--- config.mk ---
export PLATFORM = sky130hd
export DESIGN_NAME = whro_alu
export DESIGN_NICKNAME = d
export VERILOG_FILES = /design/src/sv/whro_pkg.sv /design/src/sv/whro_alu.sv
export SDC_FILE = /design/constraint.sdc
export NUM_CORES = 1
export LEC_CHECK = 0
export CAP_MARGIN = 20
export CORE_UTILIZATION = 56
export DETAILED_ROUTE_END_ITERATION = 7
export DONT_BUFFER_PORTS = 1
export GPL_TIMING_DRIVEN = 0
export PLACE_DENSITY = 0.8
export SLEW_MARGIN = 20
export SYNTH_ARGS = -nofsm -noshare
export SYNTH_HDL_FRONTEND = slang
export SYNTH_SLANG_ARGS = --single-unit
--- constraint.sdc ---
create_clock -name vclk -period 5.14
set_input_delay 1.542 -clock vclk [all_inputs]
set_output_delay 1.542 -clock vclk [all_outputs]
set_load 0.02 [all_outputs]
--- src/sv/whro_pkg.sv ---
// whro_pkg: shared constants, types and ALU op codes for the half-recovery
// offset block. No dependencies; imported by every other file of the block.
`default_nettype none

package whro_pkg;

  // store geometry
  localparam int STORE_DEPTH = 1024;
  localparam int ADDR_W      = $clog2(STORE_DEPTH);
  localparam int HELD_W      = $clog2(STORE_DEPTH + 1);

  // field widths
  localparam int PRICE_W     = 32;
  localparam int HORIZON_W   = 10;
  localparam int OFFSET_W    = 10;
  localparam int K_W         = HORIZON_W;
  localparam int SUM_W       = PRICE_W + 1;
  localparam int EARLY_W     = (HELD_W > K_W) ? HELD_W : K_W;

  localparam logic [HORIZON_W-1:0] HORIZON_RESET = HORIZON_W'(30);

  // shared unit op codes
  typedef enum logic {
    ALU_ADD,
    ALU_GE
  } alu_op_t;

  // one stored bar
  typedef struct packed {
    logic [PRICE_W-1:0] low;
    logic [PRICE_W-1:0] close;
  } bar_t;

  // store write request
  typedef struct packed {
    logic              we;
    logic [ADDR_W-1:0] addr;
    bar_t              bar;
  } store_wr_t;

  // finished result from the sequencer
  typedef struct packed {
    logic           valid;
    logic [K_W-1:0] offset;
  } whro_res_t;

endpackage

`default_nettype wire

--- src/sv/whro_alu.sv ---
// whro_alu: shared add / unsigned compare unit used by every scan step.
// Depends on whro_pkg for operand width and op codes.
`default_nettype none

module whro_alu
  import whro_pkg::*;
(
  input  wire alu_op_t          op,
  input  wire logic [SUM_W-1:0] a,
  input  wire logic [SUM_W-1:0] b,
  output logic      [SUM_W-1:0] y
);

  // add for the doubled target, greater-or-equal for min and recovery checks
  always_comb begin
    unique case (op)
      ALU_ADD: y = a + b;
      ALU_GE:  y = {{(SUM_W-1){1'b0}}, (a >= b)};
      default: y = '0;
    endcase
  end

endmodule

`default_nettype wire

## Word level (Yosys, flattened, before mapping)

Index checks and enable logic that the tools add are counted.

| cells by class | value |
|---|---|
| add/sub/neg operators | 1 |
| $lt $le $gt $ge | 1 |
| bitwise gates (word level) | 1 |
| multiplexer cells | 1 |

Operators with widths:

| kind | number |
|---|---|
| $pmux W33 S2 | 1 |
| $add A33 B33 Y33 | 1 |
| $ge A33 B33 Y1 | 1 |
| $not A1 Y1 | 1 |

| storage, ports and cells | value |
|---|---|
| output and inout port bits | 33 |
| register bits after elaboration | 0 |
| input bits | 67 |

## Longest topological paths before layout

Gate-level depths: netlist of run 1.

| logic depth | value |
|---|---|
| depth in word-level cells | 2 |
| mapped depth | 10 |
| gate-level depth less buffers | 10 |

## Worst setup path after synthesis of run 1

OpenSTA, ideal clock, no wires.

| path | value |
|---|---|
| path kind | in2out |
| start point | input b[1] |
| end point | output y[29] |
| path slack | -42 ps |
| arrival time | 3640 ps |
| buffers on the path | 0 |
| stages on the path | 9 |
| data required time | 3598 ps |
| cells stage by stage | inv_1 > ha_1 > nor2b_1 > o311ai_1 > a311oi_2 > nand4_1 > a21oi_2 > a21oi_1 > o311ai_1 |

| between the ends | value |
|---|---|
| longest elaborated chain between the ends | 2 |

Ends and longest elaborated chain:

| element | line | text |
|---|---|---|
| start: declaration | whro_alu.sv:10 | `input wire logic [SUM_W-1:0] b,` |
| $add A33 B33 Y33 | whro_alu.sv:17 | `ALU_ADD: y = a + b;` |
| $pmux W33 S2 | whro_alu.sv:16 | `unique case (op)` |
| end: declaration | whro_alu.sv:11 | `output logic [SUM_W-1:0] y` |

Every way passes these cells.

## Worst setup path in the final report of run 1

| path | value |
|---|---|
| start point | input a[0] |
| end point | output y[30] |

| between the ends | value |
|---|---|
| longest elaborated chain between the ends | 2 |

Ends and longest elaborated chain:

| element | line | text |
|---|---|---|
| start: declaration | whro_alu.sv:9 | `input wire logic [SUM_W-1:0] a,` |
| $add A33 B33 Y33 | whro_alu.sv:17 |  |
| $pmux W33 S2 | whro_alu.sv:16 |  |

Every way passes these cells.

==> impl_metrics.tcl, run 1 <==
set metrics [dict create \
    dr.first_iter.drc_count 267 \
    port_buffers 0 \
    rsz0062_at_grt "true" \
    synthCells 436 \
    fin_ws_ns -0.0707 \
    whs_ns 3.45 \
    die_area_sq_mm 0.00554 \
    yosysTopAreaCell "ha_1" \
    endpoint_kind "output port" \
    die_h_microns 74.5 \
    drt_wl_total_microns 8270 \
    rows 26 \
    met3_usage_pct 3.93 \
    grt_pass1_vias 2808 \
    leakage_nw 1.51 \
    hold_viol_final 0 \
    num-clock-buffers 0 \
    netlist_area_sq_mm 0.00294 \
    hpwl_microns 6310 \
    grt_max_degree 11 \
    arrival_ns 3.67 \
    fin_crit_sh_pct 101 \
    drive_gt1_share_pct 18.3 \
    diodes 0 \
    seq_cells 0 \
    fmax_ghz 0.192 \
    grt_util_met1_pct 33.7 \
    ys_warn_count 0 \
    slew_headroom_pct 50.8 \
    max-vdd-ir-drop_v 0.0000653 \
    grt_busiest_layer "met2" \
    p_per_area_mw_per_mm2 125 \
    area_growth_pct 16.6 \
    final_area_sq_mm 0.00343 \
    routabilityCongestion 0.869 \
    io_pins 100 \
    drv_slew 0 \
    viasPerCell 6.22 \
    crit_path_start_kind "input port" \
    core_area_sq_mm 0.00507 \
    die_width_microns 74.5 \
    yosysTopAreaCellShare_pct 27.7 \
    synth.distinct_cells 63 \
    grt_remaining_overflow 0 \
    crit_required_ns 3.60 \
    drv_cap 0 \
    grtUsageTotal_pct 26.9 \
    nNetsFinal 578 \
    antenna_found_initial 0 \
    ant_nets 0 \
    layout.area.seq_sq_um 0 \
    hold_class "input port to output port" \
    outcome "complete, but fails checks" \
    max_slew.worst_pin.slew_ns 0.739 \
    violations "negative setup slack" \
    grt_pass1_wl_microns 12100 \
    path_class "input port to output port" \
    min_period_ns 5.21 \
    start_util_pct 57.9 \
    syn_nets 569 \
    drc 0 \
    drt_pass1_iterations 5 \
    vias 3191 \
    wl_per_cell_microns 16.1 \
    use_met2_pct 47.3 \
    syn_avg_cell_area_sq_um 6.74 \
    ys_top_cells_by_area "ha_1 (28%), nor2_1 (8.3%), inv_1 (7.4%), a21oi_1 (6.1%), xnor2_1 (4.8%)" \
    placed_cell_area_sq_mm 0.00304 \
    critPathMaxFanout 4 \
    ys_seq_area_share_pct 0 \
    final-setup-viol-count 2 \
]
==> worst max-delay path, stage by stage <==
cell and delay, ns:
ha_4 0.12, inv_2 0.03, fa_2 0.36, o21bai_4 0.13, o211ai_1 0.19, a31oi_4 0.27, a311oi_4 0.16, o211ai_1 0.20
buf_4 0.17, nor4_2 0.04, a311o_1 0.43
==> power by group <==
group,leakage [nW],internal (mW),switching [mW]
clock,0,0,0
combinational,1.51,0.162,0.267
sequential,0,0,0
total,1.51,0.162,0.267
==> cell families (layout without fill, tap and decap cells) <==
logic type	after synthesis	after routing	share of synthesized area, %
AO/OA/AOI/OAI	116	116	27.0
adder cells (fa/ha/maj)	66	66	28.3
buffers and inverters	72	79	9.53
AND/OR/NAND/NOR	156	156	26.8
XOR/XNOR	20	20	5.96
multiplexers	6	6	2.38
==> through the flow <==
| stage | cells | setup slack, ns | TNS [ns] | total power, mW | util [%] |
|---|---|---|---|---|---|
| 6_report | 513 | -0.0707 | -0.107 | 0.428 | 67.6 |
| 3_5_place_dp | 506 | -0.387 | -2.88 | 0.360 | 59.8 |
| 4_1_cts | 512 | -0.0130 | -0.0130 | 0.387 | 63.3 |
| 5_1_grt | 513 | -0.147 | -0.296 | 0.462 | 67.6 |
| 3_3_place_gp | 506 | -0.343 | -2.06 | 0.353 | 59.8 |
| 2_1_floorplan | 436 | 0.0492 | 0 | 0.300 | - |
==> synthesized netlist by cell type (2+ instances only) <==
cell type / count
a211o_1: 2
a211oi_1: 5
a21boi_0: 2
a21o_1: 5
a21oi_1: 36
a311oi_2: 3
a31oi_1: 4
and2_1: 2
and3_1: 5
buf_1: 2
buf_2: 2
clkbuf_1: 8
ha_1: 65
inv_1: 58
mux2_1: 4
nand2_1: 16
nand2b_1: 11
nand3_1: 5
nand4_1: 4
nor2_1: 65
nor2b_1: 14
nor3_1: 9
nor3b_1: 2
nor4_1: 8
o211ai_1: 5
o211ai_2: 2
o21ai_0: 21
o21bai_1: 6
o311ai_1: 3
o31ai_1: 5
or3_1: 5
or4_1: 3
xnor2_1: 16
xor2_1: 4
==> final timing paths <==
check	depth (start not counted)	startpoint	endpoint
worst min-delay path	3	a[1]	y[1]
worst max-delay path	11	a[0]	y[30]
==> routing by layer <==
metal | vias to the layer above | wire, microns
li1 | 1542 | -
met1 | 1449 | 3380
met2 | 174 | 3940
met3 | 26 | 730
met4 | 0 | 218
met5 | - | 0
==> layout by cell type (no fill, tap or decap), types with 3 or more instances in the layout <==
cell type,instances
a211oi_1,3
a21o_1,5
a21oi_1,30
a21oi_2,5
and3_1,5
buf_4,9
clkbuf_1,5
ha_1,51
ha_2,7
ha_4,7
inv_1,57
mux2_2,3
nand2_1,16
nand2b_1,11
nand3_1,5
nand4_1,4
nor2_1,58
nor2_2,7
nor2b_1,12
nor3_1,8
nor4_1,5
o211ai_1,5
o21ai_0,20
o21bai_1,5
o31ai_1,4
or3_1,5
or4_1,3
xnor2_1,16
xor2_1,4
==> final cells by class <==
| cell class | instances | area [sq um] |
|---|---|---|
| multi-input combinational | 364 | 2990 |
| tap | 70 | 87.6 |
| timing repair buffer | 9 | 67.6 |
| buffer | 11 | 57.6 |
| inverter | 59 | 221 |
| fill | 460 | 1650 |
==> timing repair <==
action / CTS / global route
gates resized for setup: 27 / 43
hold buffers: 0 / 0
buffers inserted: 7 / 3
setup endpoints to repair: 19 / 17
pin swaps: 9 / 16
Note: power is estimated with default switching activity, not from simulation.
==> inputs of run 2 (changes only) <==
Settings changed: ABC_AREA set to 1.
==> run 2 against run 1 <==
Sequential share of layout area unchanged. Die area up 22%. Non-clock buffer count down 16. Largest cell class unchanged. Final cell count up 52%. Critical endpoint is now y[20]. Global-route usage up 3.4 points. Largest power group unchanged. The flow now finishes without violations. Sequential cell count unchanged. Combinational power down 4%.
==> impl_metrics.tcl, run 2 <==
set metrics [dict create \
    ys_warn_count 0 \
    drv_cap 0 \
    start_util_pct 59.3 \
    drc 0 \
    port_buffers 0 \
    hold_buffers 0 \
    place_ws_ns 0.163 \
    yosysTopAreaCell "nand2_1" \
    netlist_area_sq_mm 0.00359 \
    synth.distinct_cells 31 \
    hold_class "input port to output port" \
    drv_slew 0 \
    p_per_area_mw_per_mm2 111 \
    synthCells 706 \
    fin_ws_ns 0.168 \
    arrival_ns 3.43 \
    max-vdd-ir-drop_v 0.0000615 \
    grt_remaining_overflow 0 \
    diodes 0 \
    core_area_sq_mm 0.00606 \
    fmax_ghz 0.201 \
    area_growth_pct 2.68 \
    seq_cells 0 \
    final_common_cell "nand2_1" \
    die_area_sq_mm 0.00674 \
    ys_seq_area_share_pct 0 \
    grt_max_degree 11 \
    critPathMaxFanout 4 \
    antenna_found_initial 0 \
    netlist_top_cells_count "nand2_1 (221), inv_1 (154), nor2_1 (67)" \
    hold_viol_final 0 \
    endpoint_kind "output port" \
    grt_pass1_vias 3705 \
    drt_pass1_iterations 7 \
    layout.area.seq_sq_um 0 \
    whs_ns 3.16 \
    max_slew.worst_pin.slew_ns 0.477 \
    routabilityCongestion 0.933 \
    io_pins 100 \
    syn_nets 839 \
    num-clock-buffers 0 \
    wl_per_cell_microns 12.9 \
    rows 28 \
    rsz0062_at_grt "false" \
    worstSetupEndpoint "y[20]" \
    yosysMostFrequentCell "nand2_1" \
    outcome "completed" \
    grtUsageTotal_pct 30.2 \
    finalSetupTns_ns 0 \
    post_cts_buffers 0 \
    syn_avg_cell_area_sq_um 5.09 \
    finish.utilization_pct 60.9 \
    leakage_nw 2.32 \
    crit_path_start "a[0]" \
    crit_required_ns 3.60 \
    die_h_microns 82.1 \
    hpwl_microns 8970 \
    ys_top_cells_by_area "nand2_1 (23%), ha_1 (23%), inv_1 (16%), a21oi_1 (7.4%), nor2_1 (7.0%)" \
    final-setup-viol-count 0 \
    drt_wl_total_microns 10100 \
    nNetsFinal 841 \
    fin_crit_sh_pct 96.7 \
    dr.first_iter.drc_count 204 \
    path_class "input port to output port" \
    layout_common_cells "nand2_1 (221), inv_1 (154), nor2_1 (66), ha_1 (65), a21oi_1 (53)" \
    grt_pass1_wl_microns 16000 \
    finalPower_mw 0.409 \
    die_width_microns 82.1 \
    crit_path_start_kind "input port" \
    slew_headroom_pct 68.1 \
    ant_nets 0 \
    vias 4076 \
    min_period_ns 4.97 \
    drive_gt1_share_pct 8.07 \
    yosysTopAreaCellShare_pct 23.1 \
    viasPerCell 5.22 \
]
==> run 2: how the worst min path moves through the flow <==
stage               startpoint    to  slack (ns)  depth (start not counted)
detailed placement          op  y[1]        3.16                          1
finish                      op  y[1]        3.16                          1
global route                op  y[1]        3.17                          1
CTS                         op  y[1]        3.16                          1
global placement            op  y[1]        3.16                          1
floorplan                   op  y[1]        3.16                          1
==> run 2: timing repair <==
action	in CTS	in global routing
hold endpoints to repair	0	0
gates resized for setup	0	1
endpoints found under the setup margin	0	1
==> run 2: layout make-up <==
type / count / area (sq um)
Fill cell: 685 / 2370
Multi-Input combinational cell: 529 / 2930
Tap cell: 75 / 93.8
Buffer: 4 / 21.3
Inverter: 173 / 649
==> run 2: through the flow <==
stage          instances  instance area (sq um)
6_report             781                   3690
3_3_place_gp         781                   3690
2_1_floorplan        706                   3590
5_1_grt              781                   3690
3_5_place_dp         781                   3690
4_1_cts              781                   3690
==> run 2: routing by layer <==
layer,track usage (%),up-vias,wire length [microns]
li1,-,2145,-
met1,40.0,1791,4760
met2,55.0,128,4680
met3,1.21,12,543
met4,4.21,0,123
met5,0,-,0
==> run 2: cell families after synthesis <==
group / Yosys count / synth area share [%]
AO/OA/AOI/OAI: 92 / 14.0
XOR/XNOR: 1 / 0.244
adder cells (fa/ha/maj): 66 / 23.2
buffers and inverters: 177 / 18.7
AND/OR/NAND/NOR: 370 / 43.9
==> run 2: critical path, stage by stage <==
cell,delay [ns]
ha_1,0.15
inv_1,0.06
fa_1,0.41
inv_1,0.09
nand2_1,0.05
nand3_1,0.18
nand2_1,0.09
nand3_1,0.23
nand3_1,0.15
nand3_1,0.10
nand2_1,0.05
nor2_1,0.32
==> run 2: power breakdown <==
part | internal [mW] | leakage [nW] | switching (mW) | total, mW
Sequential | 0 | 0 | 0 | 0
Clock | 0 | 0 | 0 | 0
Combinational | 0.121 | 2.32 | 0.288 | 0.409
==> inputs of run 3 (changes only) <==
Settings changed: BUFFER_PORTS_ARGS set to -buffer_cell sky130_fd_sc_hd__buf_4, DONT_BUFFER_PORTS 1 to not set, PLACE_DENSITY 0.8 to 0.94, SLEW_MARGIN 20 to 30.
==> run 3 against run 2 <==
Largest power group unchanged. Critical path depth rose by 4. Via count is 12% higher. Largest cell class unchanged. Global-route usage grew 2.0 points. Clock-buffer cell count did not move. Utilization rose by 12 points. Total power is 23% higher. Setup slack barely moved.
==> impl_metrics.tcl, run 3 (synthesized netlist as in run 2, its figures left out) <==
set metrics [dict create \
    slew_headroom_pct 72.2 \
    drive_gt1_share_pct 19.5 \
    grt_remaining_overflow 0 \
    die_h_microns 82.1 \
    placed_cell_area_sq_mm 0.00444 \
    grtUsageTotal_pct 32.3 \
    p_switching_mw 0.312 \
    whs_ns 3.36 \
    final_area_sq_mm 0.00444 \
    p_per_area_mw_per_mm2 113 \
    internal_power_mw 0.189 \
    final_common_cell "nand2_1" \
    swShare_pct 62.3 \
    port_buffers 100 \
    vias 4581 \
    arrival_ns 3.43 \
    final-setup-viol-count 0 \
    layout.area.seq_sq_um 0 \
    crit_required_ns 3.60 \
    grt_pass1_vias 4132 \
    crit_path_start_kind "input port" \
    p_seq_share_pct 0 \
    grt_pass1_wl_microns 17100 \
    area_growth_pct 23.6 \
    crit_path_start "a[0]" \
    seq_cells 0 \
    fmax_ghz 0.201 \
    clockPowerShare_pct 0 \
    hpwl_microns 9530 \
    routabilityCongestion 0.948 \
    nNetsFinal 941 \
    drt_pass1_iterations 5 \
    die_area_sq_mm 0.00674 \
    hold_buffers 0 \
    max-vdd-ir-drop_v 0.0000700 \
    rsz0062_at_grt "false" \
    drc 0 \
    hold_viol_final 0 \
    start_util_pct 59.3 \
    endpoint_kind "output port" \
    drv_cap 0 \
    max_slew.worst_pin.slew_ns 0.418 \
    critPathMaxFanout 4 \
    rows 28 \
    fillCellCount 560 \
    viasPerCell 5.20 \
    core_area_sq_mm 0.00606 \
    fin_crit_sh_pct 96.7 \
    wl_per_cell_microns 12.3 \
    diodes 0 \
    antenna_found_initial 0 \
    leakage_nw 2.81 \
    outcome "completed" \
    die_width_microns 82.1 \
    dr.first_iter.drc_count 254 \
    hold_class "input port to output port" \
    path_class "input port to output port" \
    ant_nets 0 \
    combinationalPowerShare_pct 100.0 \
    hp-start "op" \
    io_pins 100 \
    drv_slew 0 \
    layout_common_cells "nand2_1 (221), inv_1 (154), buf_4 (101), nor2_1 (67), ha_1 (65)" \
    min_period_ns 4.97 \
    grt_max_degree 11 \
    num-clock-buffers 0 \
    drt_wl_total_microns 10900 \
    finalSetupTns_ns 0 \
]
## run 3: area by class of cell
| class | instances | area [sq um] | area share, % |
|---|---|---|---|
| plain buffers | 4 | 21.3 | 0.479 |
| inverters | 173 | 649 | 14.6 |
| multi-input cells | 529 | 2930 | 65.9 |
| well taps | 75 | 93.8 | 2.11 |
| repair buffers | 100 | 751 | 16.9 |
## run 3: metal layers
metal	wire length [microns]	vias up	track usage, %	share of wire [%]
li1	-	2352	-	-
met5	0	-	0	0
met1	4810	2027	40.8	44
met2	5100	188	60.7	47
met4	200	0	5.79	1.8
met3	754	14	0.879	6.9
## run 3: through the flow
| step | total power, mW | cells | worst slack, ns | util, % |
|---|---|---|---|---|
| after global routing | 0.556 | 881 | 0.0333 | 73.3 |
| final | 0.501 | 881 | 0.168 | 73.3 |
| after CTS | 0.495 | 881 | 0.131 | 73.2 |
| after detailed placement | 0.493 | 881 | 0.133 | 73.2 |
| after global placement | 0.481 | 881 | 0.199 | 73.2 |
| after floorplan | 0.322 | 706 | 0.533 | - |
## run 3: final timing paths
kind                  cells past startpoint  slack (ns)     to
worst max-delay path                     16        0.17  y[32]
worst min-delay path                      3        3.36   y[1]
## run 3: critical path, stage by stage
cell and delay (ns):
buf_4 0.09, ha_1 0.17, inv_1 0.06, fa_1 0.40
inv_1 0.10, nand2_1 0.07, nand3_2 0.11, nand2_1 0.08
nand2_2 0.10, nand2_1 0.06, nand2_1 0.14, nand2_1 0.14
nand3_1 0.10, nand2_1 0.05, nor2_1 0.09, buf_4 0.15
## run 3: what timing repair did
action / in CTS / in global routing
resized for setup: 0 / 1
setup buffers: 0 / 0
endpoints found under the setup margin: 0 / 1
hold endpoints to repair: 0 / 0
## run 3: power by group through the flow
stage	Clock, mW	Combinational (mW)	Sequential (mW)
after floorplan	0	0.322	0
after global placement	0	0.481	0
after detailed placement	0	0.493	0
after CTS	0	0.495	0
after global routing	0	0.556	0
final	0	0.501	0
