$ cat config.mk
export PLATFORM = sky130hd
export DESIGN_NAME = whro_seq
export DESIGN_NICKNAME = d
export VERILOG_FILES = /design/src/sv/whro_pkg.sv /design/src/sv/whro_seq.sv
export SDC_FILE = /design/constraint.sdc
export NUM_CORES = 1
export LEC_CHECK = 0
export ABC_AREA = 1
export BUFFER_PORTS_ARGS = -buffer_cell sky130_fd_sc_hd__buf_2
export CORE_ASPECT_RATIO = 2
export CORE_MARGIN = 1.5
export CORE_UTILIZATION = 40
export DETAILED_ROUTE_END_ITERATION = 7
export PLACE_DENSITY = 0.66
export SETUP_SLACK_MARGIN = 0.2
export SYNTH_ARGS = -nofsm -noshare
export SYNTH_HDL_FRONTEND = slang
export SYNTH_SLANG_ARGS = --single-unit
$ cat constraint.sdc
create_clock -name clk -period 5.1 [get_ports clk]
set_clock_uncertainty 0.2 [all_clocks]
set_input_delay 1.02 -clock clk [delete_from_list [all_inputs] [get_ports clk]]
set_output_delay 1.02 -clock clk [all_outputs]
set_load 0.03 [all_outputs]
$ cat src/sv/whro_pkg.sv
// whro_pkg: shared constants, types and ALU op codes for the half-recovery
// offset block. No dependencies; imported by every other file of the block.
`default_nettype none

package whro_pkg;

  // store geometry
  localparam int STORE_DEPTH = 1024;
  localparam int ADDR_W      = $clog2(STORE_DEPTH);
  localparam int HELD_W      = $clog2(STORE_DEPTH + 1);

  // field widths
  localparam int PRICE_W     = 32;
  localparam int HORIZON_W   = 10;
  localparam int OFFSET_W    = 10;
  localparam int K_W         = HORIZON_W;
  localparam int SUM_W       = PRICE_W + 1;
  localparam int EARLY_W     = (HELD_W > K_W) ? HELD_W : K_W;

  localparam logic [HORIZON_W-1:0] HORIZON_RESET = HORIZON_W'(30);

  // shared unit op codes
  typedef enum logic {
    ALU_ADD,
    ALU_GE
  } alu_op_t;

  // one stored bar
  typedef struct packed {
    logic [PRICE_W-1:0] low;
    logic [PRICE_W-1:0] close;
  } bar_t;

  // store write request
  typedef struct packed {
    logic              we;
    logic [ADDR_W-1:0] addr;
    bar_t              bar;
  } store_wr_t;

  // finished result from the sequencer
  typedef struct packed {
    logic           valid;
    logic [K_W-1:0] offset;
  } whro_res_t;

endpackage

`default_nettype wire

$ cat src/sv/whro_seq.sv
// whro_seq: sequencer that stores each bar and runs the low scan and the
// recovery scan through the store and the shared ALU. Depends on whro_pkg.
`default_nettype none

module whro_seq
  import whro_pkg::*;
(
  input  wire logic                 clk,
  input  wire logic                 rst_n,
  input  wire logic                 in_valid,
  output logic                      in_ready,
  input  wire bar_t                 in_bar,
  input  wire logic [HORIZON_W-1:0] horizon,
  output whro_res_t                 res,
  input  wire logic                 res_take,
  output store_wr_t                 st_wr,
  output logic      [ADDR_W-1:0]    st_raddr,
  input  wire bar_t                 st_rdata,
  output alu_op_t                   alu_op,
  output logic      [SUM_W-1:0]     alu_a,
  output logic      [SUM_W-1:0]     alu_b,
  input  wire logic [SUM_W-1:0]     alu_y
);

  typedef enum logic [2:0] {
    ST_IDLE,
    ST_LO,
    ST_LO_TAIL,
    ST_SUM,
    ST_CL,
    ST_CL_TAIL,
    ST_DONE
  } state_t;

  state_t              state_r,   state_nxt;
  logic [ADDR_W-1:0]   wp_r,      wp_nxt;
  logic [HELD_W-1:0]   held_r,    held_nxt;
  logic [ADDR_W-1:0]   start_r,   start_nxt;
  logic [ADDR_W-1:0]   pos_r,     pos_nxt;
  logic [K_W-1:0]      k_r,       k_nxt;
  logic [K_W-1:0]      kd_r,      kd_nxt;
  logic [K_W-1:0]      earlier_r, earlier_nxt;
  logic [PRICE_W-1:0]  lo_r,      lo_nxt;
  logic [PRICE_W-1:0]  cnew_r,    cnew_nxt;
  logic [SUM_W-1:0]    sum_r,     sum_nxt;
  logic                rd_vld_r,  rd_vld_nxt;
  logic [K_W-1:0]      off_r,     off_nxt;

  logic                accept;
  logic                ge;
  logic [HELD_W-1:0]   held_m1;
  logic [EARLY_W-1:0]  earlier_w;
  logic [ADDR_W-1:0]   earlier_a;
  logic [ADDR_W:0]     wrap_back;

  function automatic logic [ADDR_W-1:0] slot_fwd(input logic [ADDR_W-1:0] p);
    slot_fwd = (p == ADDR_W'(STORE_DEPTH - 1)) ? '0 : p + 1'b1;
  endfunction

  assign accept   = in_valid && (state_r == ST_IDLE);
  assign in_ready = (state_r == ST_IDLE);
  assign ge       = alu_y[0];

  // store ports: write on transfer, read wherever the scan points
  assign st_wr.we   = accept;
  assign st_wr.addr = wp_r;
  assign st_wr.bar  = in_bar;
  assign st_raddr   = pos_r;

  // window size: earlier bars limited by history held after this bar
  assign held_m1   = (held_r == HELD_W'(STORE_DEPTH)) ? HELD_W'(STORE_DEPTH - 1) : held_r;
  assign earlier_w = (EARLY_W'(horizon) < EARLY_W'(held_m1)) ? EARLY_W'(horizon)
                                                            : EARLY_W'(held_m1);
  assign earlier_a = ADDR_W'(earlier_w);
  assign wrap_back = {1'b0, wp_r} + (ADDR_W + 1)'(STORE_DEPTH) - {1'b0, earlier_a};

  // shared unit operand select
  always_comb begin
    unique case (state_r)
      ST_SUM: begin
        alu_op = ALU_ADD;
        alu_a  = {1'b0, lo_r};
        alu_b  = {1'b0, cnew_r};
      end
      ST_CL, ST_CL_TAIL: begin
        alu_op = ALU_GE;
        alu_a  = {st_rdata.close, 1'b0};
        alu_b  = sum_r;
      end
      default: begin
        alu_op = ALU_GE;
        alu_a  = {1'b0, st_rdata.low};
        alu_b  = {1'b0, lo_r};
      end
    endcase
  end

  // next-state logic
  always_comb begin
    state_nxt   = state_r;
    wp_nxt      = wp_r;
    held_nxt    = held_r;
    start_nxt   = start_r;
    pos_nxt     = pos_r;
    k_nxt       = k_r;
    kd_nxt      = kd_r;
    earlier_nxt = earlier_r;
    lo_nxt      = lo_r;
    cnew_nxt    = cnew_r;
    sum_nxt     = sum_r;
    rd_vld_nxt  = rd_vld_r;
    off_nxt     = off_r;

    unique case (state_r)
      ST_IDLE: begin
        if (accept) begin
          wp_nxt      = slot_fwd(wp_r);
          held_nxt    = (held_r == HELD_W'(STORE_DEPTH)) ? held_r : held_r + 1'b1;
          earlier_nxt = K_W'(earlier_w);
          start_nxt   = (wp_r >= earlier_a) ? wp_r - earlier_a : wrap_back[ADDR_W-1:0];
          pos_nxt     = (wp_r >= earlier_a) ? wp_r - earlier_a : wrap_back[ADDR_W-1:0];
          k_nxt       = '0;
          lo_nxt      = '1;
          cnew_nxt    = in_bar.close;
          rd_vld_nxt  = 1'b0;
          // first bar after reset only fills the store
          state_nxt   = (held_r == '0) ? ST_IDLE : ST_LO;
        end
      end

      ST_LO: begin
        rd_vld_nxt = 1'b1;
        kd_nxt     = k_r;
        if (rd_vld_r && !ge) begin
          lo_nxt = st_rdata.low;
        end
        if (k_r == earlier_r) begin
          state_nxt = ST_LO_TAIL;
        end else begin
          pos_nxt = slot_fwd(pos_r);
          k_nxt   = k_r + 1'b1;
        end
      end

      ST_LO_TAIL: begin
        if (!ge) begin
          lo_nxt = st_rdata.low;
        end
        rd_vld_nxt = 1'b0;
        state_nxt  = ST_SUM;
      end

      ST_SUM: begin
        sum_nxt   = alu_y;
        pos_nxt   = start_r;
        k_nxt     = '0;
        state_nxt = ST_CL;
      end

      ST_CL: begin
        rd_vld_nxt = 1'b1;
        kd_nxt     = k_r;
        if (rd_vld_r && ge) begin
          // earliest recovering close found, stop the scan
          off_nxt    = kd_r;
          rd_vld_nxt = 1'b0;
          state_nxt  = ST_DONE;
        end else if (k_r == earlier_r) begin
          state_nxt = ST_CL_TAIL;
        end else begin
          pos_nxt = slot_fwd(pos_r);
          k_nxt   = k_r + 1'b1;
        end
      end

      ST_CL_TAIL: begin
        rd_vld_nxt = 1'b0;
        off_nxt    = ge ? kd_r : '0;
        state_nxt  = ST_DONE;
      end

      ST_DONE: begin
        if (res_take) begin
          state_nxt = ST_IDLE;
        end
      end

      default: state_nxt = ST_IDLE;
    endcase
  end

  // state and registered outputs
  always_ff @(posedge clk) begin
    if (!rst_n) begin
      state_r  <= ST_IDLE;
      wp_r     <= '0;
      held_r   <= '0;
      rd_vld_r <= 1'b0;
    end else begin
      state_r  <= state_nxt;
      wp_r     <= wp_nxt;
      held_r   <= held_nxt;
      rd_vld_r <= rd_vld_nxt;
    end
    start_r   <= start_nxt;
    pos_r     <= pos_nxt;
    k_r       <= k_nxt;
    kd_r      <= kd_nxt;
    earlier_r <= earlier_nxt;
    lo_r      <= lo_nxt;
    cnew_r    <= cnew_nxt;
    sum_r     <= sum_nxt;
    off_r     <= off_nxt;
  end

  assign res.valid  = (state_r == ST_DONE);
  assign res.offset = off_r;

`ifndef NO_ASSERTIONS
  // scan index never runs past the window
  a_k_in_window: assert property (@(posedge clk) disable iff (!rst_n)
    (state_r == ST_LO || state_r == ST_CL) |-> (k_r <= earlier_r))
    else $error("scan index beyond window");

  // reported offset lies inside the window
  a_off_in_window: assert property (@(posedge clk) disable iff (!rst_n)
    res.valid |-> (res.offset <= earlier_r))
    else $error("offset beyond window");

  // read data is only flagged while a scan is running
  a_rd_vld_scan: assert property (@(posedge clk) disable iff (!rst_n)
    rd_vld_r |-> (state_r == ST_LO || state_r == ST_LO_TAIL ||
                  state_r == ST_CL || state_r == ST_CL_TAIL))
    else $error("read valid outside scan");

  // a result not taken is held unchanged
  a_res_hold: assert property (@(posedge clk) disable iff (!rst_n)
    (res.valid && !res_take) |=> (res.valid && $stable(off_r)))
    else $error("pending result lost");
`endif

endmodule

`default_nettype wire
# Word-level counts from Yosys, hierarchy flattened
# Cells that the tools add are included.
[classes]
n_lt_le_gt_ge = 2
muxes = 33
n_eq_ne = 18
n_addsub = 7
reduce_logical = 20
bitwise_logic = 1
[ops]
columns = ["op", "count"]
rows = [
  ["33-bit one-hot mux with 2 select lines", 2],
  ["10-bit two-way mux", 12],
  ["32-bit two-way mux", 3],
  ["32-bit one-hot mux with 3 select lines", 1],
  ["10-bit one-hot mux with 4 select lines", 2],
  ["10-bit by 1-bit adder with 10-bit output, second input constant", 4],
  ["3-bit one-hot mux with 7 select lines", 1],
  ["10-bit == test, second input constant", 2],
  ["10-bit one-hot mux with 2 select lines", 1],
  ["10-bit subtractor", 2],
  ["3-bit two-way mux", 5],
  ["11-bit by 1-bit adder with 11-bit output, second input constant", 1],
  ["11-bit == test, second input constant", 1],
  ["11-bit logical NOT", 1],
  ["10-bit by 11-bit < comparator with 1-bit output", 1],
  ["11-bit two-way mux", 1],
  ["10-bit == test", 1],
  ["10-bit >= comparator", 1],
  ["2-bit inequality test, second input constant", 5],
  ["3-bit == test, second input constant", 3],
  ["4-bit AND reduction", 2],
  ["4-bit nonzero test", 2],
  ["3-bit by 2-bit == test with 1-bit output, second input constant", 2],
  ["2-bit AND reduction", 3],
  ["other kinds (13)", 22],
]
[totals]
wordCells = 94
inputBits = 175
regBits = 182

# Longest topological paths before layout
# Gate-level depths: netlist of run 1.
[depth]
ltp_word = 8
ltp_mapped = 30
mapped_depth_nobuf = 28

# Worst setup path before layout of run 1
# Ideal clock, no wire load.
[synth_timing]
path_type = "input port to flip-flop"
startpoint = "in alu_y[0]"
endpoint = "reg lo_r[0] (enable)"
path_stages = 3
path_buffers = 0
setup_ns = 0.461
required_ns = 4.439
slack_ns = 1.092
arrival_time_ns = 3.347
path_cell_list = "nor2_1 -> nor2_1 -> nor3_1"
[synth_between]
elab_chain_cells = 4
[synth_lines]
columns = ["element", "line_no", "source"]
rows = [
  ["start: declaration", "whro_seq.sv:22", "input wire logic [SUM_W-1:0] alu_y"],
  ["1-bit logical NOT", "-", ""],
  ["1-bit logical AND", "whro_seq.sv:134", "if (rd_vld_r && !ge) begin"],
  ["2-bit inequality test (no source line)", "-", ""],
  ["4-bit AND reduction (no source line) *", "-", ""],
  ["end signal: assignment", "whro_seq.sv:210", "lo_r <= lo_nxt;"],
  ["end: declaration", "whro_seq.sv:43", "logic [PRICE_W-1:0] lo_r, lo_nxt;"],
]
# Mark *: on every way between the ends. The rest lies on a longest branch, timed or not.
# A chain may end at the register's enable or synchronous reset.

# Worst setup path in the final report of run 1
[layout_timing]
startpoint = "reg held_r[0]"
endpoint = "reg start_r[8], data pin"
[layout_between]
elab_chain_cells = 6
[layout_lines]
columns = ["element", "line_no", "source"]
rows = [
  ["start: declaration", "whro_seq.sv:37", "logic [HELD_W-1:0] held_r, held_nxt;"],
  ["start signal: assignment", "whro_seq.sv:202", "held_r <= held_nxt;"],
  ["11-bit == test", "whro_seq.sv:71", "assign held_m1 = (held_r == HELD_W'(STORE_DEPTH)) ? HELD_W'(STORE_DEPTH - 1) : held_r;"],
  ["11-bit two-way mux *", "whro_seq.sv:71", ""],
  ["10-bit by 11-bit < comparator with 1-bit output", "whro_seq.sv:72", "assign earlier_w = (EARLY_W'(horizon) < EARLY_W'(held_m1)) ? EARLY_W'(horizon)"],
  ["10-bit two-way mux *", "whro_seq.sv:72", ""],
  ["net earlier_w[0]", "whro_seq.sv:52", "logic [EARLY_W-1:0] earlier_w;"],
  ["10-bit subtractor, or another cell as far along", "whro_seq.sv:75", "assign wrap_back = {1'b0, wp_r} + (ADDR_W + 1)'(STORE_DEPTH) - {1'b0, earlier_a};"],
  ["10-bit two-way mux *", "whro_seq.sv:120", "start_nxt = (wp_r >= earlier_a) ? wp_r - earlier_a : wrap_back[ADDR_W-1:0];"],
  ["end signal: assignment", "whro_seq.sv:205", "start_r <= start_nxt;"],
  ["end: declaration", "whro_seq.sv:38", "logic [ADDR_W-1:0] start_r, start_nxt;"],
]
# Mark *: on every way through the listed nets, which the timed path passes. The rest lies on a longest branch.

==> results of run 1 <==
==> report_power, final <==
group          switching [mW]  internal [mW]
Sequential              0.213           2.21
Combinational            1.95          0.710
Clock                   0.578          0.726
==> sequential cells by signal, indices dropped and copies added (netlist names), 3 cells and up <==
name / count
sum_r: 33
cnew_r: 32
lo_r: 32
held_r: 11
earlier_r: 10
k_r: 10
kd_r: 10
off_r: 10
st_raddr: 10
start_r: 10
wp_r: 10
state_r: 3
==> per-layer routing <==
layer / share of wire / wire [µm] / vias up / track usage
met5: 0.00040 / 12 / - / 0
met4: 0.065 / 1950 / 2 / 0.160
met3: 0.11 / 3310 / 90 / 0.114
met2: 0.50 / 15100 / 321 / 0.420
met1: 0.33 / 9840 / 3714 / 0.220
li1: - / - / 3934 / -
==> synthesized netlist by cell type (all sizes together), types with 3 or more instances <==
library cell / number
buf: 70
ha: 17
o221ai: 5
nand2: 309
nor2: 85
clkbuf: 22
xnor2: 4
a211oi: 3
o21bai: 3
edfxtp: 157
a21oi: 32
and2: 4
nand4: 12
nor3: 19
xor2: 10
a22oi: 3
nor3b: 5
dfxtp: 25
nand3: 73
o211ai: 33
o21ai: 27
inv: 141
==> critical path, cell delays in order (launching register included) <==
cell	delay, ns
sky130_fd_sc_hd__dfxtp_1	0.35
sky130_fd_sc_hd__inv_1	0.09
sky130_fd_sc_hd__ha_1	0.18
sky130_fd_sc_hd__nand2_1	0.07
sky130_fd_sc_hd__nor2_2	0.15
sky130_fd_sc_hd__nand2_2	0.10
sky130_fd_sc_hd__inv_2	0.18
sky130_fd_sc_hd__nor2_1	0.07
sky130_fd_sc_hd__ha_1	0.30
sky130_fd_sc_hd__a21oi_1	0.14
sky130_fd_sc_hd__nor2_1	0.06
sky130_fd_sc_hd__o22ai_2	0.34
sky130_fd_sc_hd__nand3_4	0.25
sky130_fd_sc_hd__o21ai_0	0.29
sky130_fd_sc_hd__ha_1	0.21
sky130_fd_sc_hd__inv_1	0.07
sky130_fd_sc_hd__ha_1	0.17
sky130_fd_sc_hd__inv_1	0.05
sky130_fd_sc_hd__nand2_1	0.09
sky130_fd_sc_hd__nand2_1	0.08
sky130_fd_sc_hd__nand3_1	0.10
sky130_fd_sc_hd__nand4_1	0.13
sky130_fd_sc_hd__nand3_1	0.10
sky130_fd_sc_hd__and2_1	0.16
==> how the worst max path moves through the flow <==
| stage | depth (start not counted) | slack, ns | startpoint | to |
|---|---|---|---|---|
| after floorplan | 3 | 1.09 | alu_y[0] | lo_r[0] |
| after global placement | 17 | 1.02 | horizon[8] | start_r[8] |
| after detailed placement | 23 | 0.95 | held_r[0] | start_r[8] |
| after CTS | 23 | 0.95 | held_r[0] | start_r[8] |
| after global routing | 23 | 0.48 | held_r[0] | start_r[8] |
| final | 23 | 0.92 | held_r[0] | start_r[8] |
==> final cells by class <==
type / instances / area share
clock buffers: 18 / 0.0373
clock inverters: 13 / 0.0128
inverters: 142 / 0.0463
multi-input cells: 660 / 0.294
flip-flops and latches: 182 / 0.453
well taps: 287 / 0.0312
repair buffers: 283 / 0.125
==> logic make-up (layout without fill, tap and decap cells) <==
| logic type | count (synthesis) | in the layout | share of synthesized area |
|---|---|---|---|
| adders and majority gates | 17 | 17 | 0.0219 |
| DFF | 182 | 182 | 0.537 |
| buffers and inverters | 234 | 456 | 0.117 |
| xor gates and xnor gates | 14 | 14 | 0.0134 |
| and+or+nand+nor | 512 | 512 | 0.232 |
| AOI/OAI and AO/OA | 117 | 117 | 0.0781 |
==> out/qor_table.md, run 1 <==
| Result | Value |
|:---|:---|
| Fraction of final layout cells sized beyond drive strength 1 | 0.277 |
| Worst Hold Slack | 0.299 ns |
| Combined global-route utilization of all metal layers | 0.242 |
| Chip width | 113 µm |
| Post-synth top flop | sky130_fd_sc_hd__edfxtp_1 |
| Congestion Overflow GR | 0 |
| Routed vias/inst | 5.09 |
| Clock-pin slew of the registers on the worst-case setup and hold paths | 0.07 ns |
| Commonest non-fill, non-tap cells in the layout | 292 x sky130_fd_sc_hd__nand2_1, 274 x sky130_fd_sc_hd__buf_2, 157 x sky130_fd_sc_hd__edfxtp_1 |
| Number of design-rule violations left by the first detailed-router iteration | 413 |
| Clock network latency to the later pin of the worst-skew pair | 0.45 ns |
| Number of setup violations in the final report | 0 |
| Average routed wire per standard cell | 19.1 µm |
| Number of global-route vias before repair | 7,764 |
| Count of instances resized after the clock tree is built | 0 |
| Inserted Clock Buffers | 17 |
| Num Clock Sinks | 182 |
| Fraction of post-synthesis cell area in the top cell type by area | 0.486 |
| Power per unit of standard cell area | 555 mW/mm² |
| Clock tree from TritonCTS | built |
| CP Launch Type | register |
| Placer's final routability congestion estimate | 0.952 |
| Post-Synthesis Cells | 1,076 |
| Run status | completed |
| Crit-path max FO | 16 |
| Number of antenna diodes | 0 |
| Ports placed on the boundary | 339 |
| Area of combinational cells with multiple inputs | 0.00338 mm² |
| Area of the die | 0.0253 mm² |
| Die boundary height | 223 µm |
| Synthesized net count | 1,268 |
| Fill cells | 2,306 |
| Critical hold path startpoint | k_r[3] |
| Total Power | 6.39 mW |
| Via Count | 8,061 |
| Number of routed nets with antenna violations | 0 |
| Area growth from synthesis to layout | 18.4% |
| Area of placed instances | 0.0109 mm² |
| Type of the worst min-delay path | register to register |
| Level count of the clock H-tree | 4 |
| Root buf cell | sky130_fd_sc_hd__clkbuf_16 |
| Cell count of the worst reg-to-reg path | 23 |
| Wire length of the first global-routing pass | 44,300 µm |
| Headroom to the max-slew limit | 0.300 |
| Peak ir drop on the vdd network | 268 µV |
| Final max-slew violation count | 0 |
| Path type of the worst setup path | register to register |
| Data arrival time of the critical path | 4.18 ns |
| Initial Util | 0.408 |
| Number of antenna violations at the first check in global routing | 1 |
| Worst-case clock buffer depth | 2 |
| Total standard cell area after synthesis | 0.00971 mm² |
| Beginning of the worst register-to-register path | held_r[0] |
| PnR worst setup slack | 0.922 ns |
| Setup Buffers After CTS | 0 |
| Placed Instances | 1,554 |
| Async S/R FF share, synth | 0 |
| Count of cells along the worst hold path | 0 |
| Endpoint of the worst register-to-register path | start_r[8] |
| Leak Pwr | 5.00 nW |
| Hold path endpoint | kd_r[3] |
| Wirelength, routed | 30,200 µm |
| Most frequent standard cell in the layout excluding fill and tap cells | sky130_fd_sc_hd__nand2_1 |
| Number of enable flip-flop cells after synthesis | 157 |
| Sequential standard cell area | 0.00522 mm² |
| Worst endpoint required time | 5.10 ns |
| Cell accounting for the most synthesized area | sky130_fd_sc_hd__edfxtp_1 |
| Hold-fix buffers at CTS | 0 |
| Post-synthesis area per instance | 9.02 µm² |
| Pin count of the biggest net entering global routing | 93 |
| Register area share after synthesis | 0.537 |
| Number of buffers inserted by port buffering | 274 |
| Pre-CTS worst setup slack | 0.955 ns |
| Post-route cell area | 0.0115 mm² |
| Max frequency | 239 MHz |
| Area inside the core boundary | 0.0238 mm² |
| Minimum setup slack among reg-to-reg paths | 0.92 ns |
| Crit. End Element | register |
| Total of max-cap violations | 0 |
| Std-Cell Rows | 80 |
| Count of different cell masters after synthesis | 49 |
| RSZ-0062 raised after global routing | no |
| Top post-synthesis cells by area | sky130_fd_sc_hd__edfxtp_1 49%, sky130_fd_sc_hd__nand2_1 11%, sky130_fd_sc_hd__inv_1 5.4% |
| Post-DP HPWL | 24,200 µm |
| Worst-Margin Slew | 1.05 ns |
| Number of standard cells in the layout, taps in and fillers out | 1,585 |
| Min cycle time layout | 4.18 ns |
| Number of hold-slack violations in the final timing report | 0 |
| Final net count | 1,478 |
| TNS Setup | 0 ns |
| Final routed DRC violation total | 0 |
| Period utilisation layout | 0.819 |
| #FFs+latches synth | 182 |
| Number of iterations in the first detailed-routing pass | 4 |
| Post-route core utilization | 0.483 |
| Warnings from Yosys | 0 |
(Power assumes the default switching activity.)
==> run 2: changes to the inputs <==
--- a/config.mk
+++ b/config.mk
@@ -11,7 +11,7 @@
 export CORE_MARGIN = 1.5
 export CORE_UTILIZATION = 40
 export DETAILED_ROUTE_END_ITERATION = 7
-export PLACE_DENSITY = 0.66
+export PLACE_DENSITY = 0.69
 export SETUP_SLACK_MARGIN = 0.2
 export SYNTH_ARGS = -nofsm -noshare
 export SYNTH_HDL_FRONTEND = slang
==> constraint.sdc (replaced) <==
create_clock -name clk -period 3.4 [get_ports clk]
set_clock_uncertainty 0.2 [all_clocks]
set_input_delay 0.68 -clock clk [delete_from_list [all_inputs] [get_ports clk]]
set_output_delay 0.68 -clock clk [all_outputs]
set_load 0.03 [all_outputs]
==> out/qor_table.md, run 2 (synthesis results as in run 1) <==
| Result | Value | Delta |
|:---|:---|:---|
| Run status | finished with violations |  |
| Failing checks | setup timing |  |
| Commonest non-fill, non-tap cells in the layout | 280 x sky130_fd_sc_hd__nand2_1, 274 x sky130_fd_sc_hd__buf_2, 157 x sky130_fd_sc_hd__edfxtp_1 |  |
| Routed vias/inst | 5.08 | -0.20% |
| Sequential standard cell area | 0.00522 mm² | about the same |
| Largest registers ranked by flip-flop count | sum_r (33), cnew_r (32), lo_r (32) |  |
| Endpoint of the worst register-to-register path | start_r[9] |  |
| Minimum setup slack among reg-to-reg paths | -0.15 ns | -1.07 ns |
| Die boundary height | 223 µm | unchanged |
| Post-DP HPWL | 25,000 µm | +3.5% |
| Root buf cell | sky130_fd_sc_hd__clkbuf_16 |  |
| Period utilisation layout | 1.04 | +0.225 |
| Number of routed nets with antenna violations | 0 | unchanged |
| Via Count | 8,476 | +5.1% |
| Ports placed on the boundary | 339 | unchanged |
| Top register by number of flip-flops | sum_r |  |
| Area growth from synthesis to layout | 30.7% |  |
| Pin count of the biggest net entering global routing | 67 | -28% |
| Clock-pin slew of the registers on the worst-case setup and hold paths | 0.07 ns | about the same |
| Leak Pwr | 5.55 nW | +11% |
| Std-Cell Rows | 80 | unchanged |
| Placer's final routability congestion estimate | 0.941 | -1.1% |
| Inserted Clock Buffers | 17 | unchanged |
| Critical hold path startpoint | alu_y[21] |  |
| RSZ-0062 raised after global routing | yes |  |
| Clock network latency to the later pin of the worst-skew pair | 0.45 ns | about the same |
| Number of iterations in the first detailed-routing pass | 5 | +1 |
| Num Clock Sinks | 182 | unchanged |
| Wire length of the first global-routing pass | 46,500 µm | +4.9% |
| Data arrival time of the critical path | 3.55 ns | -0.63 ns |
| Worst-Margin Slew | 0.791 ns | -0.259 ns |
| Area of the die | 0.0253 mm² | unchanged |
| Number of buffers inserted by port buffering | 274 | unchanged |
| Worst Hold Slack | 0.200 ns | -0.0994 ns |
| Fill cells | 2,169 | -5.9% |
| Crit-path max FO | 6 | -10 |
| Placed Instances | 1,615 | +3.9% |
| Max frequency | 282 MHz | +18% |
| CP Launch Type | register |  |
| Number of antenna violations at the first check in global routing | 0 | -1 |
| Path type of the worst setup path | register to register |  |
| Power per unit of standard cell area | 787 mW/mm² | +42% |
| Hold-fix buffers at CTS | 0 | unchanged |
| Congestion Overflow GR | 0 | unchanged |
| Number of design-rule violations left by the first detailed-router iteration | 573 | +39% |
| Fraction of final layout cells sized beyond drive strength 1 | 0.367 | +0.0900 |
| Type of the worst min-delay path | input port to register |  |
| Number of standard cells in the layout, taps in and fillers out | 1,670 | +5.4% |
| Level count of the clock H-tree | 4 | unchanged |
| Clock tree from TritonCTS | built |  |
| Post-route cell area | 0.0127 mm² | +10% |
| Final routed DRC violation total | 0 | unchanged |
| Total of max-cap violations | 0 | unchanged |
| Cell count of the worst reg-to-reg path | 24 | +4.3% |
| Total Power | 9.99 mW | +56% |
| Worst endpoint required time | 3.40 ns | -1.70 ns |
| Peak ir drop on the vdd network | 370 µV | +38% |
| Chip width | 113 µm | unchanged |
| Initial Util | 0.408 | unchanged |
| TNS Setup | -1.10 ns | -1.10 ns |
| PnR worst setup slack | -0.149 ns | -1.07 ns |
| Number of antenna diodes | 0 | unchanged |
| Number of global-route vias before repair | 8,281 | +6.7% |
| Number of setup violations in the final report | 12 | +12 |
| Most frequent standard cell in the layout excluding fill and tap cells | sky130_fd_sc_hd__nand2_1 |  |
| Pre-CTS worst setup slack | -0.286 ns | -1.24 ns |
| Post-route core utilization | 0.533 | +0.0500 |
| Area of placed instances | 0.0116 mm² | +5.8% |
| Final max-slew violation count | 0 | unchanged |
| Combined global-route utilization of all metal layers | 0.252 | +0.0103 |
| Crit. End Element | register |  |
| Average routed wire per standard cell | 19.2 µm | +0.96% |
| Worst-case clock buffer depth | 2 | unchanged |
| Number of flip-flops in the largest register | 33 | unchanged |
| Hold path endpoint | sum_r[21] |  |
| Headroom to the max-slew limit | 0.473 | +0.172 |
| Number of hold-slack violations in the final timing report | 0 | unchanged |
| Area of combinational cells with multiple inputs | 0.00381 mm² | +13% |
| Final net count | 1,563 | +5.8% |
| Count of cells along the worst hold path | 1 | +1 |
| Area inside the core boundary | 0.0238 mm² | unchanged |
| Min cycle time layout | 3.55 ns | -0.628 ns |
| Wirelength, routed | 32,100 µm | +6.4% |
| Beginning of the worst register-to-register path | held_r[1] |  |
-- run 2: cell count changes in the layout (fill, tap and decap cells not counted), sizes merged --
cell and delta:
clkinv +2, clkbuf +2, clkinvlp -2, nand3 +1, inv -2, buf +84
-- run 2: power breakdown --
group | switching (mW) | leakage (nW) | internal [mW]
Clock | 0.852 | 0.278 | 1.08
Combinational | 3.05 | 3.63 | 1.36
Sequential | 0.325 | 1.64 | 3.32
Total | 4.22 | 5.55 | 5.76
-- run 2: routing by layer --
metal  GRT usage  up-vias  part of all wire
li1            -     4107                 -
met1       0.221     3894              0.31
met2       0.449      371              0.51
met3       0.114      104              0.11
met4       0.172        0             0.071
met5           0        -                 0
-- run 2: critical path, cell delays in order (launching register included) --
cell	delay [ns]
sky130_fd_sc_hd__dfxtp_2	0.32
sky130_fd_sc_hd__inv_2	0.07
sky130_fd_sc_hd__ha_4	0.15
sky130_fd_sc_hd__nand2_4	0.05
sky130_fd_sc_hd__nor2_4	0.09
sky130_fd_sc_hd__nand2_2	0.08
sky130_fd_sc_hd__clkinv_4	0.11
sky130_fd_sc_hd__nor2_4	0.05
sky130_fd_sc_hd__ha_4	0.26
sky130_fd_sc_hd__nand3_2	0.08
sky130_fd_sc_hd__a21oi_2	0.14
sky130_fd_sc_hd__nand2_1	0.09
sky130_fd_sc_hd__nor2_2	0.17
sky130_fd_sc_hd__nand3_4	0.13
sky130_fd_sc_hd__nand3_4	0.13
sky130_fd_sc_hd__o21ai_1	0.10
sky130_fd_sc_hd__o21ai_2	0.09
sky130_fd_sc_hd__inv_1	0.10
sky130_fd_sc_hd__ha_4	0.30
sky130_fd_sc_hd__nand2_4	0.06
sky130_fd_sc_hd__nor3_4	0.13
sky130_fd_sc_hd__nand3_1	0.09
sky130_fd_sc_hd__nand3_1	0.10
sky130_fd_sc_hd__nand2_1	0.07
sky130_fd_sc_hd__and2_1	0.13
-- run 2: worst max-delay path by stage --
stage          slack (ns)          to      start  depth (start not counted)
6_report            -0.15  start_r[9]  held_r[1]                         24
5_1_grt             -0.33  start_r[8]  held_r[1]                         26
4_1_cts             -0.06  start_r[9]  held_r[1]                         24
3_5_place_dp        -0.29  start_r[8]  held_r[1]                         26
3_3_place_gp        -0.17  start_r[7]  held_r[4]                         22
2_1_floorplan       -0.22  start_r[9]  held_r[1]                         26
-- run 2: final cells by class --
type	instances	area share
flip-flops and latches	182	0.411
repair buffers	367	0.173
inverters	142	0.0432
clock inverters	11	0.00986
clock buffers	20	0.0344
well taps	287	0.0283
multi-input cells	661	0.300
-- run 2: timing repair --
action                                  in CTS  in global routing
cloned                                       1                  0
endpoints found under the hold margin        0                  0
resized for setup                           48                 41
pin swaps                                   24                 18
setup buffers                               18                  5
endpoints found under the setup margin      25                 21
==> run 3: changes to the inputs <==
--- a/config.mk
+++ b/config.mk
@@ -5,7 +5,7 @@
 export SDC_FILE = /design/constraint.sdc
 export NUM_CORES = 1
 export LEC_CHECK = 0
-export ABC_AREA = 1
+export ABC_AREA = 0
 export BUFFER_PORTS_ARGS = -buffer_cell sky130_fd_sc_hd__buf_2
 export CORE_ASPECT_RATIO = 2
 export CORE_MARGIN = 1.5
==> out/qor_table.md, run 3 <==
| Result | Value | Delta |
|:---|:---|:---|
| Number of setup violations in the final report | 22 | +10 |
| Num Clock Sinks | 182 | unchanged |
| Area of the die | 0.0251 mm² | -0.79% |
| Power per unit of standard cell area | 592 mW/mm² | -25% |
| Type of the worst min-delay path | input port to register |  |
| Total Power | 7.40 mW | -26% |
| Clk pwr share | 0.264 | +0.070 |
| Number of hold-slack violations in the final timing report | 0 | unchanged |
| Final routed DRC violation total | 0 | unchanged |
| Peak ir drop on the vdd network | 329 µV | -11% |
| Wire length of the first global-routing pass | 46,200 µm | -0.62% |
| Path type of the worst setup path | register to register |  |
| Worst Hold Slack | 0.200 ns | +0.000636 ns |
| Routed vias/inst | 5.37 | +5.8% |
| Area growth from synthesis to layout | 29.7% |  |
| Synth Area in Simple Gates | 0.178 | -0.0539 |
| Warnings from Yosys | 0 | unchanged |
| Final net count | 1,394 | -11% |
| Crit. End Element | register |  |
| Largest registers ranked by flip-flop count | sum_r (33), cnew_r (32), lo_r (32) |  |
| Register area share after synthesis | 0.541 | +0.00432 |
| Minimum setup slack among reg-to-reg paths | -1.36 ns | -1.21 ns |
| Headroom to the max-slew limit | 0.429 | -0.0439 |
| Switching power as a share of total power | 0.351 | -0.0714 |
| Synth cell count leaders | 166 x sky130_fd_sc_hd__nand2_1, 157 x sky130_fd_sc_hd__edfxtp_1, 65 x sky130_fd_sc_hd__a22oi_1, 65 x sky130_fd_sc_hd__buf_4, 47 x sky130_fd_sc_hd__nor2_1 |  |
| Ports placed on the boundary | 339 | unchanged |
| Initial Util | 0.406 | -0.00155 |
| Number of global-route vias before repair | 7,796 | -5.9% |
| Number of antenna violations at the first check in global routing | 1 | +1 |
| Area inside the core boundary | 0.0237 mm² | -0.42% |
| Wirelength, routed | 32,400 µm | +0.87% |
| Number of buffers inserted by port buffering | 274 | unchanged |
| Post-DP HPWL | 25,600 µm | +2.2% |
| Failing checks | setup timing |  |
| Worst endpoint required time | 3.41 ns | about the same |
| Data arrival time of the critical path | 4.77 ns | +1.22 ns |
| Die boundary height | 222 µm | -0.39% |
| Final max-slew violation count | 0 | unchanged |
| Area fraction in compound gates after synthesis | 0.108 | +0.0300 |
| Post-synthesis area per instance | 10.6 µm² | +18% |
| Crit-path max FO | 5 | -1 |
| Most frequent standard cell in the layout excluding fill and tap cells | sky130_fd_sc_hd__buf_2 |  |
| TNS Setup | -17.91 ns | -16.81 ns |
| CP Buf/Inv Count | 3 | unchanged |
| Post-synthesis share of cell area spent on full adders, half adders and majority gates | 0.0265 | +0.00459 |
| Number of enable flip-flop cells after synthesis | 157 | unchanged |
| Fraction of post-synthesis cell area in the top cell type by area | 0.489 | +0.00391 |
| Synth Area in XOR/XNOR | 0.0547 | +0.0413 |
| Share of total power in sequential cells | 0.426 | +0.061 |
| Synthesized net count | 1,098 | -13% |
| Post-Synthesis Cells | 906 | -16% |
| Inserted Clock Buffers | 17 | unchanged |
| Total net switching power | 2.60 mW | -38% |
| Clock tree from TritonCTS | built |  |
| CP max-delay cell | sky130_fd_sc_hd__or4_4 |  |
| Leak Pwr | 5.24 nW | -5.5% |
| Chip width | 113 µm | -0.39% |
| RSZ-0062 raised after global routing | yes |  |
| Pin count of the biggest net entering global routing | 64 | -4.5% |
| Top register by number of flip-flops | sum_r |  |
| Total standard cell area after synthesis | 0.00963 mm² | -0.80% |
| Placer's final routability congestion estimate | 0.889 | -5.6% |
| Count of different cell masters after synthesis | 63 | +29% |
| Top post-synthesis cells by area | sky130_fd_sc_hd__edfxtp_1 49%, sky130_fd_sc_hd__nand2_1 6.5%, sky130_fd_sc_hd__dfxtp_1 5.2% |  |
| Count leader, synth | sky130_fd_sc_hd__nand2_1 |  |
| Number of design-rule violations left by the first detailed-router iteration | 649 | +13% |
| Worst-Margin Slew | 0.854 ns | +0.0627 ns |
| Min cycle time layout | 4.76 ns | +1.21 ns |
| Cell type group with the largest total delay on the critical path | simple AND/OR/NAND/NOR gates |  |
| Level count of the clock H-tree | 4 | unchanged |
| Critical hold path startpoint | alu_y[29] |  |
| Share of synthesized area spent on multiplexers | 0.0107 | +0.0107 |
| Root buf cell | sky130_fd_sc_hd__clkbuf_16 |  |
| Highest cell delay on the worst timing path | 0.57 ns | +0.25 ns |
| Number of flip-flops in the largest register | 33 | unchanged |
| Average routed wire per standard cell | 21.6 µm | +12% |
| Fraction of final layout cells sized beyond drive strength 1 | 0.399 | +0.0326 |
| Total of max-cap violations | 0 | unchanged |
| Endpoint of the worst register-to-register path | st_raddr[7] |  |
| Worst-case clock buffer depth | 2 | unchanged |
| Critical-path cell list | or4_4 > nor3_4 > buf_6 > nor2_1 > ha_1 > o21bai_1 > a21oi_1 > a31oi_2 > o311ai_4 > nor2_4 > buf_12 > mux2i_4 > buf_6 > o22ai_4 > or4b_4 > a31oi_1 > a21oi_1 > xnor2_1 > a221o_1 |  |
| Largest family of logic cells by synthesized area | simple AND/OR/NAND/NOR gates |  |
| Number of routed nets with antenna violations | 0 | unchanged |
| Congestion Overflow GR | 0 | unchanged |
| Number of iterations in the first detailed-routing pass | 5 | unchanged |
| CP Launch Type | register |  |
| Beginning of the worst register-to-register path | held_r[4] |  |
| Max frequency | 210 MHz | -25% |
| Count of cells along the worst hold path | 1 | unchanged |
| Std-Cell Rows | 80 | unchanged |
| Post-route cell area | 0.0125 mm² | -1.5% |
| Clock network latency to the later pin of the worst-skew pair | 0.45 ns | about the same |
| Internal cell power | 4.80 mW | -17% |
| #FFs+latches synth | 182 | unchanged |
| Async S/R FF share, synth | 0 | unchanged |
| Period utilisation layout | 1.40 | +0.357 |
| Combined global-route utilization of all metal layers | 0.253 | +0.00123 |
| Commonest non-fill, non-tap cells in the layout | 274 x sky130_fd_sc_hd__buf_2, 164 x sky130_fd_sc_hd__nand2_1, 157 x sky130_fd_sc_hd__edfxtp_1 |  |
| Clock-pin slew of the registers on the worst-case setup and hold paths | 0.08 ns | about the same |
| Cell count of the worst reg-to-reg path | 19 | -21% |
| Cell accounting for the most synthesized area | sky130_fd_sc_hd__edfxtp_1 |  |
| Power share of the combinational group | 0.310 | -0.131 |
| Post-synth top flop | sky130_fd_sc_hd__edfxtp_1 |  |
| PnR worst setup slack | -1.36 ns | -1.21 ns |
| Run status | finished with violations |  |
| Area of placed instances | 0.0115 mm² | -0.40% |
| Hold path endpoint | sum_r[29] |  |
| Via Count | 8,074 | -4.7% |
| Fill cells | 2,125 | -2.0% |
run 3: power groups by stage:
stage	Combinational, mW	Clock, mW	Sequential (mW)
after floorplan	1.32	0	3.26
after global placement	2.09	0	3.18
after detailed placement	2.12	0	3.20
after CTS	2.21	2.00	3.15
after global routing	2.46	2.08	3.18
final	2.30	1.96	3.15
run 3: worst max path at each step:
| stage | startpoint | cells after the start | slack (ns) | endpoint |
|---|---|---|---|---|
| after detailed placement | held_r[0] | 22 | -1.48 | st_raddr[5] |
| final | held_r[4] | 19 | -1.36 | st_raddr[7] |
| after CTS | held_r[4] | 17 | -1.25 | st_raddr[8] |
| after floorplan | held_r[4] | 18 | -1.31 | st_raddr[7] |
| after global routing | held_r[4] | 18 | -1.55 | st_raddr[7] |
| after global placement | held_r[0] | 22 | -1.40 | st_raddr[9] |
run 3: kinds of logic after synthesis:
kind of cell,after synthesis
muxes,9
xor gates and xnor gates,58
DFF,182
and+or+nand+nor,354
adders and majority gates,21
AOI/OAI and AO/OA,143
buffers and inverters,139
run 3: metal layers:
layer | up-vias | routed length (µm) | global-route usage
li1 | 3763 | - | -
met5 | - | 0 | 0
met4 | 0 | 1870 | 0.145
met3 | 88 | 3470 | 0.116
met1 | 3887 | 10000 | 0.221
met2 | 336 | 17100 | 0.466
run 3: repair_timing:
action	4_1_cts	5_1_grt
endpoints found under the hold margin	0	0
gates resized for setup	31	28
setup endpoints to repair	87	36
setup buffers	13	7
pin swaps	17	7
hold buffers	0	0
run 3: per-stage QoR:
stage	utilization	worst slack (ns)	instances
5_1_grt	0.527	-1.55	1503
4_1_cts	0.519	-1.25	1495
3_5_place_dp	0.485	-1.48	1450
3_3_place_gp	0.485	-1.40	1450
2_1_floorplan	-	-1.31	906
6_report	0.527	-1.36	1503
run 3: final cells by class:
class | count | area (µm²) | share of cell area
sequential | 182 | 5220 | 0.418
clock buffer | 17 | 425 | 0.0340
timing repair buffer | 386 | 2310 | 0.185
multi-input combinational | 585 | 3910 | 0.313
tap | 287 | 359 | 0.0287
antenna | 1 | 2.50 | 0.000200
inverter | 30 | 124 | 0.00991
clock inverter | 15 | 151 | 0.0121
